===== src/design/cns_pkg.sv =====
// Shared types and constants for the conditional nesting stack.
// Used by every module of the block but the RAM, and by the port checker.
package cns_pkg;

  localparam int unsigned MAX_DEPTH_DEF = 16;
  localparam int unsigned MISSING_SAT   = 15;
  localparam int unsigned DEPTH_SAT     = 31;

  localparam int unsigned IN_TDATA_W  = 8;
  localparam int unsigned OUT_TDATA_W = 16;

  typedef enum logic [2:0] {
    CMD_IF     = 3'd0,
    CMD_IFDEF  = 3'd1,
    CMD_IFNDEF = 3'd2,
    CMD_ELSE   = 3'd3,
    CMD_ELIF   = 3'd4,
    CMD_ENDIF  = 3'd5,
    CMD_EOF    = 3'd6
  } cmd_t;

  typedef enum logic [2:0] {
    ST_OK        = 3'd0,
    ST_ELSE_ELSE = 3'd1,
    ST_ELIF_ELSE = 3'd2,
    ST_UNMATCHED = 3'd3,
    ST_BAD_ARG   = 3'd4,
    ST_OVERFLOW  = 3'd5,
    ST_MISSING   = 3'd6
  } status_t;

  // one region entry, stored as {else_seen, done, active}
  typedef struct packed {
    logic else_seen;
    logic done;
    logic active;
  } entry_t;

  localparam entry_t ENTRY_BASE = '{else_seen: 1'b0, done: 1'b0, active: 1'b1};

  // result item, packed as it leaves on out_tdata (lowest field last here)
  typedef struct packed {
    logic [4:0] nesting_depth;
    logic [3:0] missing_endifs;
    status_t    status;
    logic       active;
  } res_t;

endpackage


===== src/design/cns_ram.sv =====
// Generic single-write, single-read RAM with registered read data.
// No dependencies.
module cns_ram #(
  parameter int unsigned WIDTH = 3,
  parameter int unsigned DEPTH = 16
) (
  input  logic                     clk,
  input  logic                     wr_en,
  input  logic [$clog2(DEPTH)-1:0] wr_addr,
  input  logic [WIDTH-1:0]         wr_data,
  input  logic                     rd_en,
  input  logic [$clog2(DEPTH)-1:0] rd_addr,
  output logic [WIDTH-1:0]         rd_data
);

  logic [WIDTH-1:0] mem [DEPTH];
  logic [WIDTH-1:0] rd_data_r;

  always_ff @(posedge clk) begin
    if (wr_en) begin
      mem[wr_addr] <= wr_data;
    end
    if (rd_en) begin
      rd_data_r <= mem[rd_addr];
    end
  end

  assign rd_data = rd_data_r;

endmodule


===== src/design/cns_stack.sv =====
// Region stack: top and second entries in registers, deeper entries in RAM.
// Depends on cns_pkg and cns_ram.
module cns_stack #(
  parameter int unsigned MAX_DEPTH = cns_pkg::MAX_DEPTH_DEF
) (
  input  logic          clk,
  input  logic          rst_n,
  input  logic          req_fire,
  input  cns_pkg::cmd_t cmd,
  input  logic          condition,
  input  logic          argument_valid,
  output cns_pkg::res_t res
);
  import cns_pkg::*;

  localparam int unsigned CW = $clog2(MAX_DEPTH + 1);
  localparam int unsigned AW = $clog2(MAX_DEPTH);

  logic [CW-1:0] count_r, count_nxt;
  entry_t        top_r, top_nxt;
  entry_t        second_r, second_nxt, second_cur;
  logic          sec_ram_r, sec_ram_nxt;

  logic          wr_en, rd_en;
  logic [2:0]    ram_rdata;
  entry_t        push_entry, upd;
  logic          push_req, push_cond;
  logic [CW-1:0] open_cnt;
  status_t       status;
  logic [3:0]    missing;

  cns_ram #(
    .WIDTH (3),
    .DEPTH (MAX_DEPTH)
  ) u_ram (
    .clk     (clk),
    .wr_en   (wr_en),
    .wr_addr (AW'(count_r - CW'(2))),
    .wr_data (second_cur),
    .rd_en   (rd_en),
    .rd_addr (AW'(count_r - CW'(3))),
    .rd_data (ram_rdata)
  );

  // after a pop the entry below the new top arrives from the RAM's registered read in the next cycle
  assign second_cur = sec_ram_r ? entry_t'(ram_rdata) : second_r;
  assign open_cnt   = count_r - CW'(1);

  always_comb begin
    count_nxt   = count_r;
    top_nxt     = top_r;
    second_nxt  = second_cur;
    sec_ram_nxt = 1'b0;
    wr_en       = 1'b0;
    rd_en       = 1'b0;
    status      = ST_OK;
    missing     = 4'd0;
    push_req    = 1'b0;
    push_cond   = condition;
    push_entry  = '0;
    upd         = top_r;
    if (req_fire) begin
      case (cmd)
        CMD_IF: begin
          push_req = 1'b1;
        end
        CMD_IFDEF, CMD_IFNDEF: begin
          if (!argument_valid) begin
            status = ST_BAD_ARG;
          end else begin
            push_req  = 1'b1;
            push_cond = (cmd == CMD_IFDEF) ? condition : !condition;
          end
        end
        CMD_ELSE: begin
          if (top_r.else_seen) status = ST_ELSE_ELSE;
          if (top_r.done) begin
            upd.active = 1'b0;
          end else begin
            upd.active = 1'b1;
            upd.done   = 1'b1;
          end
          upd.else_seen = 1'b1;
          top_nxt = upd;
        end
        CMD_ELIF: begin
          if (top_r.else_seen) status = ST_ELIF_ELSE;
          if (top_r.done || !condition) begin
            upd.active = 1'b0;
          end else begin
            upd.active = 1'b1;
            upd.done   = 1'b1;
          end
          top_nxt = upd;
        end
        CMD_ENDIF: begin
          if (count_r <= CW'(1)) begin
            status = ST_UNMATCHED;
          end else begin
            count_nxt = open_cnt;
            top_nxt   = second_cur;
            if (count_r >= CW'(3)) begin
              rd_en       = 1'b1;
              sec_ram_nxt = 1'b1;
            end
          end
        end
        CMD_EOF: begin
          missing   = (int'(open_cnt) > int'(MISSING_SAT)) ? 4'(MISSING_SAT) : 4'(open_cnt);
          if (open_cnt != '0) status = ST_MISSING;
          count_nxt = CW'(1);
          top_nxt   = ENTRY_BASE;
        end
        default: begin
        end
      endcase
      if (push_req) begin
        if (count_r >= CW'(MAX_DEPTH)) begin
          status = ST_OVERFLOW;
        end else begin
          // inside an inactive region the new region can never be taken
          push_entry.active = top_r.active && push_cond;
          push_entry.done   = !top_r.active || push_cond;
          top_nxt    = push_entry;
          second_nxt = top_r;
          count_nxt  = count_r + CW'(1);
          wr_en      = (count_r >= CW'(2));
        end
      end
    end
  end

  always_comb begin
    res.active         = top_nxt.active;
    res.status         = status;
    res.missing_endifs = missing;
    res.nesting_depth  = (int'(count_nxt) > int'(DEPTH_SAT)) ? 5'(DEPTH_SAT) : 5'(count_nxt);
  end

  always_ff @(posedge clk) begin
    if (!rst_n) begin
      count_r   <= CW'(1);
      top_r     <= ENTRY_BASE;
      sec_ram_r <= 1'b0;
    end else begin
      count_r   <= count_nxt;
      top_r     <= top_nxt;
      sec_ram_r <= sec_ram_nxt;
    end
  end

  always_ff @(posedge clk) begin
    second_r <= second_nxt;
  end

endmodule


===== src/design/cns_outbuf.sv =====
// Two-slot result buffer: output register plus skid slot.
// Depends on cns_pkg.
module cns_outbuf (
  input  logic          clk,
  input  logic          rst_n,
  input  logic          push,
  input  cns_pkg::res_t push_data,
  output logic          space,
  output logic          out_valid,
  input  logic          out_ready,
  output cns_pkg::res_t out_data
);
  import cns_pkg::*;

  logic head_vld_r, head_vld_nxt;
  logic skid_vld_r, skid_vld_nxt;
  res_t head_r, head_nxt;
  res_t skid_r, skid_nxt;

  always_comb begin
    head_vld_nxt = head_vld_r;
    skid_vld_nxt = skid_vld_r;
    head_nxt     = head_r;
    skid_nxt     = skid_r;
    if (!head_vld_r || out_ready) begin
      // head free: oldest waiting result moves up
      if (skid_vld_r) begin
        head_nxt     = skid_r;
        head_vld_nxt = 1'b1;
        skid_nxt     = push_data;
        skid_vld_nxt = push;
      end else begin
        head_nxt     = push_data;
        head_vld_nxt = push;
        skid_vld_nxt = 1'b0;
      end
    end else if (push) begin
      skid_nxt     = push_data;
      skid_vld_nxt = 1'b1;
    end
  end

  always_ff @(posedge clk) begin
    if (!rst_n) begin
      head_vld_r <= 1'b0;
      skid_vld_r <= 1'b0;
    end else begin
      head_vld_r <= head_vld_nxt;
      skid_vld_r <= skid_vld_nxt;
    end
  end

  always_ff @(posedge clk) begin
    head_r <= head_nxt;
    skid_r <= skid_nxt;
  end

  assign space     = !skid_vld_r;
  assign out_valid = head_vld_r;
  assign out_data  = head_r;

endmodule


===== src/design/conditional_nesting_stack.sv =====
// Top level of the conditional nesting stack.
// Depends on cns_pkg, cns_stack and cns_outbuf.
//
//  Channel | Dir | Payload
//  in_     | in  | directive: cmd, condition, argument_valid
//  out_    | out | active, status, missing_endifs, nesting_depth
//
// One directive per cycle while in_tready is high; its result is registered in the result
// buffer before it shows on out_. The stack top and count update as the directive is taken;
// deeper entries sit in a RAM whose registered read is issued by the pop itself.
// Reset gives a single active base entry and no waiting result.
// A two-slot result buffer keeps in_tready high while one result waits; it
// drops only when two results are held.
module conditional_nesting_stack #(
  parameter int unsigned MAX_DEPTH = cns_pkg::MAX_DEPTH_DEF
) (
  input  logic                               clk,
  input  logic                               rst_n,
  input  logic                               in_tvalid,
  output logic                               in_tready,
  // [2:0] cmd, [3] condition, [4] argument_valid, [7:5] zero
  input  logic [cns_pkg::IN_TDATA_W-1:0]     in_tdata,
  output logic                               out_tvalid,
  input  logic                               out_tready,
  // [0] active, [3:1] status, [7:4] missing_endifs, [12:8] nesting_depth, [15:13] zero
  output logic [cns_pkg::OUT_TDATA_W-1:0]    out_tdata
);
  import cns_pkg::*;

  logic in_fire;
  res_t res, out_res;

  assign in_fire = in_tvalid && in_tready;

  cns_stack #(
    .MAX_DEPTH (MAX_DEPTH)
  ) u_stack (
    .clk            (clk),
    .rst_n          (rst_n),
    .req_fire       (in_fire),
    .cmd            (cmd_t'(in_tdata[2:0])),
    .condition      (in_tdata[3]),
    .argument_valid (in_tdata[4]),
    .res            (res)
  );

  cns_outbuf u_outbuf (
    .clk       (clk),
    .rst_n     (rst_n),
    .push      (in_fire),
    .push_data (res),
    .space     (in_tready),
    .out_valid (out_tvalid),
    .out_ready (out_tready),
    .out_data  (out_res)
  );

  assign out_tdata = {3'b000, out_res};

endmodule


===== config.mk =====
export PLATFORM = sky130hd
export DESIGN_NAME = conditional_nesting_stack
export DESIGN_NICKNAME = d
export VERILOG_FILES = /design/src/design/cns_pkg.sv /design/src/design/cns_ram.sv /design/src/design/cns_stack.sv /design/src/design/cns_outbuf.sv /design/src/design/conditional_nesting_stack.sv
export SDC_FILE = /design/constraint.sdc
export NUM_CORES = 1
export LEC_CHECK = 0
export ABC_AREA = 1
export CAP_MARGIN = 20
export CORE_ASPECT_RATIO = 1.5
export CORE_MARGIN = 2
export CORE_UTILIZATION = 39
export CTS_CLUSTER_SIZE = 16
export DETAILED_ROUTE_END_ITERATION = 7
export DONT_BUFFER_PORTS = 1
export HOLD_SLACK_MARGIN = 0.05
export SLEW_MARGIN = 20
export SYNTH_ARGS = -nofsm -noshare
export SYNTH_HDL_FRONTEND = slang
export SYNTH_SLANG_ARGS = --single-unit

===== constraint.sdc =====
create_clock -name clk -period 5.6 [get_ports clk]
set_input_delay 0.56 -clock clk [delete_from_list [all_inputs] [get_ports clk]]
set_output_delay 0.56 -clock clk [all_outputs]
set_load 0.02 [all_outputs]

# Word-level counts from Yosys, hierarchy flattened
# Memory sizes are Yosys's and may differ from the RTL's. A register that Yosys moved wholly into a read port is not among the register bits.
# Index checks and enable logic that the tools add are counted.
# classes
n_mux	53
n_eq_ne	7
add_sub_neg	4
order_cmp	5
reduce_logical	14
# op_table
op	n
$mux W13	4
$mux W3	12
$mux W1	24
$mux W5	4
$pmux W3 S5	1
$mux W4	3
$pmux W3 S4	1
$ge A5 B2 Y1 const B	2
$pmux W5 S2	1
$eq A3 B3 Y1 const B	3
$sub A4 B2 Y4 const B	2
$eq A3 B2 Y1 const B	2
$add A5 B1 Y5 const B	1
$ge A5 B5 Y1 const B	1
$gt A5 B4 Y1 const B	1
$le A5 B1 Y1 const B	1
$reduce_bool A5 Y1	1
$sub A5 B1 Y5 const B	1
$logic_not A1 Y1	4
$mux W2	2
$eq A3 B1 Y1 const B	1
$logic_not A3 Y1	1
$logic_or A1 B1 Y1	3
$logic_and A1 B1 Y1	2
other kinds (5)	5
# totals
ff_bits	40
mem_count	1
mem_bits_rw	48
word_cells	102
in_bits	12
output_inout_bits	18
# memory_table
memory	words	width	rd	rd_clocked_by_memory_dff	wr	line	source
u_stack.u_ram.mem	16	3	1	1	1	cns_ram.sv:16	logic [WIDTH-1:0] mem [DEPTH];

# Longest topological paths before layout
# logic_depth
depth_word	11
depth_mapped	13
ltp_nobuf	13

# By module
# A second synthesis with hierarchy kept.
# unflattened
cells_unflattened	527
hier_area_um2	4634.4
# modules_own_cells
module	n_inst	area_per_inst_um2	seq_area_each_um2	cells_per_inst
cns_ram	1	2269.7	1531.5	224
cns_stack	1	1288.7	240.2	215
cns_outbuf	1	1042.2	820.8	82
conditional_nesting_stack	1	33.8	0.0	6

# Worst setup path before layout
# OpenSTA, ideal clock, no wires.
# synth_path
path_type	input to register
from	in out_tready
to	reg u_outbuf.skid_r[0] in the netlist's numbering (enable)
setup_slack_ns	3.224
t_required_ns	5.199
setup_ns	0.401
path_buffers	0
t_arrival_ns	1.975
path_stages	3
cell_sequence	inv_1 > nand2_1 > o21ai_0
# synth_between
elab_chain_len	3
word_cells_on_any_way	4
cone_classes	1 x eq/ne; 3 x reduce/logical
# synth_rtl
item	line	source
start: declaration	conditional_nesting_stack.sv:24	input logic out_tready,
$logic_or A1 B1 Y1 (*)	cns_outbuf.sv:25	if (!head_vld_r || out_ready) begin
$ne A2 B1 Y1 (no source line) / $reduce_bool A2 Y1 (equally long branches)	--	
$reduce_and A2 Y1 (no source line) (*)	--	
end signal: assignment	cns_outbuf.sv:55	skid_r <= skid_nxt;
end: declaration	cns_outbuf.sv:18	res_t skid_r, skid_nxt;
# Mark *: on every way between the ends. The rest lies on a longest branch, timed or not.
# A chain may end at the register's enable or synchronous reset.

# Worst setup path after layout
# layout_path
from	reg u_stack.count_r[0]
to	reg u_stack.u_ram.rd_data_r[0] (netlist: u_stack.u_ram.rd_data[0]), read port of u_stack.u_ram.mem (data pin)
# layout_between
elab_chain_len	5
word_cells_on_any_way	7
cone_classes	1 x add/sub; 2 x order compare; 4 x mux
# layout_rtl
item	line	source
start: declaration	cns_stack.sv:19	logic [CW-1:0] count_r, count_nxt;
start signal: assignment	cns_stack.sv:146	count_r <= count_nxt;
$ge A5 B2 Y1	cns_stack.sv:102	if (count_r >= CW'(3)) begin
$mux W1	cns_stack.sv:102	
$mux W1	cns_stack.sv:97	if (count_r <= CW'(1)) begin
$mux W1	cns_stack.sv:63	case (cmd)
$mux W1	cns_stack.sv:62	if (req_fire) begin
end: declaration	cns_ram.sv:17	logic [WIDTH-1:0] rd_data_r;
# Parallel ways exist; a longest one is shown, timed or not.

==> reports/metrics.yaml <==
status:
  status: "complete, no violations"
clock_network:
  hold_buffers: 0
  path_clk_slew_ns: 0.06
  post-cts-setup-buffers: 0
  cts.sinks: 91
  cts_buffer_depth: 2
  tritoncts: "built"
  cts_resized: 0
  numCtsBuffers: 9
  root_buffer: "clkbuf_16"
  clock_latency_ns: 0.35
  htreeDepth: 3
timing:
  setup-tns-final_ns: 0
  layout_min_cycle_time_ns: 3.085
  period_share_pct: 55.09
  hold_viol: 0
  drv_slew: 0
  tightest_slew_ns: 0.8333
  setup_viol: 0
  max_clock_freq_mhz: 324.1
  max-slew-margin-rel_pct: 44.38
  rsz0062_at_grt: "no"
  setup_ws_ns: 2.515
  fin_skew_ns: 0.01032
route:
  first_pass_iters: 4
  viasPerCell: 4.992
  num_vias: 2995
  drc: 0
  postRouteAntennaNets: 0
  wl_per_cell_um: 14.82
  drt_iter0_drc: 146
  routed_wl_um: 8889
synthesis:
  synth-async-reset-ratio_pct: 0
  dominantRegCellSynth: "edfxtp_1"
  synthTopCellsByCount: "nand2_1, edfxtp_1, nor2_1"
  ys.warnings.count: 0
  yosysMostFrequentCell: "nand2_1"
  synth_area_leaders: "edfxtp_1, nand2_1, dfxtp_1"
  syn_inst: 447
  synth-seq-area-share_pct: 59.57
  yosys.cell_types.count: 37
  synth_top_cell_by_area: "edfxtp_1"
  synth_top_area_share_pct: 53.13
  synth_area_um2: 4352
  ys_seq_elements: 91
  synth_edf_count: 77
  syn_area_per_cell_um2: 9.735
worst_setup_path:
  cp_slowest_stage_delay_ns: 0.77
  path_buf_inv: 3
  crit_type: "reg -> reg"
  cp.arrival_ns: 3.17
  slowest_stage: "ha_1"
  critPathLaunchType: "flop"
  critical-path-top-delay-family: "buffers and inverters"
  critPathCaptureType: "flop"
  path_max_fanout: 34
  path_cells: "buf_4 -> inv_1 -> ha_1 -> inv_1 -> o21ai_0 -> o22ai_1 -> o211ai_1 -> nand2_1"
  cp.required_ns: 5.69
  path_common_cell: "inv_1"
cells_and_area:
  fill_cells: 1088
  areaGrowthSynthToFinish_pct: 8.769
  nets: 469
  multiInputGateArea_um2: 1499
  seq_area_um2: 2592
  stdcell_area_um2: 4733
  diodes: 0
  layout.cells.non_filler: 600
  layout-drive-gt1-share_pct: 9.051
floorplan:
  initial_core_util_pct: 39.78
  chipWidth_um: 90.25
  dieArea_um2: 12040
  io_pins: 30
  core-area_um2: 10940
  std_cell_rows: 47
  die_h_um: 133.4
place:
  dp_hpwl_um: 6426
  place_area_um2: 4458
  placed_cells_incl_taps: 584
  dp_slack_ns: 2.591
  io_buffers: 0
  place_congestion: 0.8335
power:
  vdd_ir_drop_max_mv: 0.1434
  power.density_nw_per_um2: 319.5
  leakage_nw: 1.915
  power_w: 0.001512
global_route:
  antenna_found_initial: 0
  grtUsageTotal_pct: 15.73
  grt-ovfl-total: 0
  grt_pass1_vias: 2977
  grt_first_pass_wirelength_um: 14440
  grt_max_degree: 35
hold_path:
  hp-class: "in -> reg"
run:
  cap_violations: 0
per-stage QoR:
stage                     hold WS [ns]  utilization (%)
after CTS                       0.2919            43.27
after global placement          0.4945            40.76
after global routing            0.2946            43.27
after detailed placement        0.5072            40.76
final                           0.3003            43.27
after floorplan                 0.4618                -
layout by cell type (no fill, tap or decap), types with 4 or more instances in the layout:
cell / n
edfxtp_1: 77
nand2_2: 7
inv_1: 36
o211ai_1: 4
a21oi_1: 5
o221ai_1: 9
nand3_1: 29
inv_2: 4
nor2_1: 55
o21ai_0: 35
clkbuf_16: 9
ha_1: 9
nand2_1: 116
dfxtp_1: 14
sequential cells by signal, indices dropped and copies added (netlist names):
name,count
u_stack.u_ram.rd_data,3
u_stack.u_ram.mem,48
u_stack.top_r,3
u_stack.second_r,3
u_outbuf.skid_r,13
u_outbuf.out_valid,1
u_stack.sec_ram_r,1
u_stack.count_r,5
u_outbuf.skid_vld_r,1
u_outbuf.out_data,13
final timing paths:
| kind | startpoint | endpoint | slack, ns | depth (start not counted) |
|---|---|---|---|---|
| worst max-delay path | u_stack.count_r[0] | u_stack.u_ram.rd_data[0] | 2.51 | 8 |
| worst min-delay path | rst_n | u_stack.top_r[0] | 0.30 | 1 |
| worst max register to register | u_stack.count_r[0] | u_stack.u_ram.rd_data[0] | 2.51 | 8 |
| worst min register to register | u_outbuf.skid_r[0] | u_outbuf.out_data[0] | 0.52 | 2 |
power by group:
part	total, W	internal (W)	switching (W)
Sequential	0.000791	0.000770	0.0000215
Clock	0.000560	0.000323	0.000238
Combinational	0.000161	0.0000441	0.000117
Total	0.00151	0.00114	0.000376
worst register-to-register path: cells and delay by family (launching register included):
family                     cells  cell delay [ns]
buffers and inverters          3             1.11
adders and majority gates      1             0.78
AOI/OAI and AO/OA              3             0.55
DFF                            1             0.32
and+or+nand+nor                1             0.08
cell type report:
type | instances | share of cell area (%)
clock buffer | 13 | 5.498
clock inverter | 3 | 0.3172
inverter | 42 | 3.384
multi-input combinational | 301 | 31.67
timing repair buffer | 3 | 0.4758
sequential | 91 | 54.77
tap | 147 | 3.886
per-layer routing:
| layer | global-route usage [%] | up-vias | part of all wire (%) |
|---|---|---|---|
| li1 | - | 1505 | - |
| met5 | 0 | - | 0 |
| met4 | 10.09 | 0 | 3.3 |
| met3 | 3.281 | 18 | 3.0 |
| met1 | 16.56 | 1414 | 40 |
| met2 | 28.32 | 58 | 54 |
kinds of logic after synthesis:
logic type	count (synthesis)	synth area share, %
simple gates	223	21.91
flops	91	59.57
compound gates	63	9.086
buf+inv	57	6.153
fa+ha+maj	9	2.588
xor+xnor	3	0.6039
other cells	1	0.08617
(Power assumes the default switching activity.)
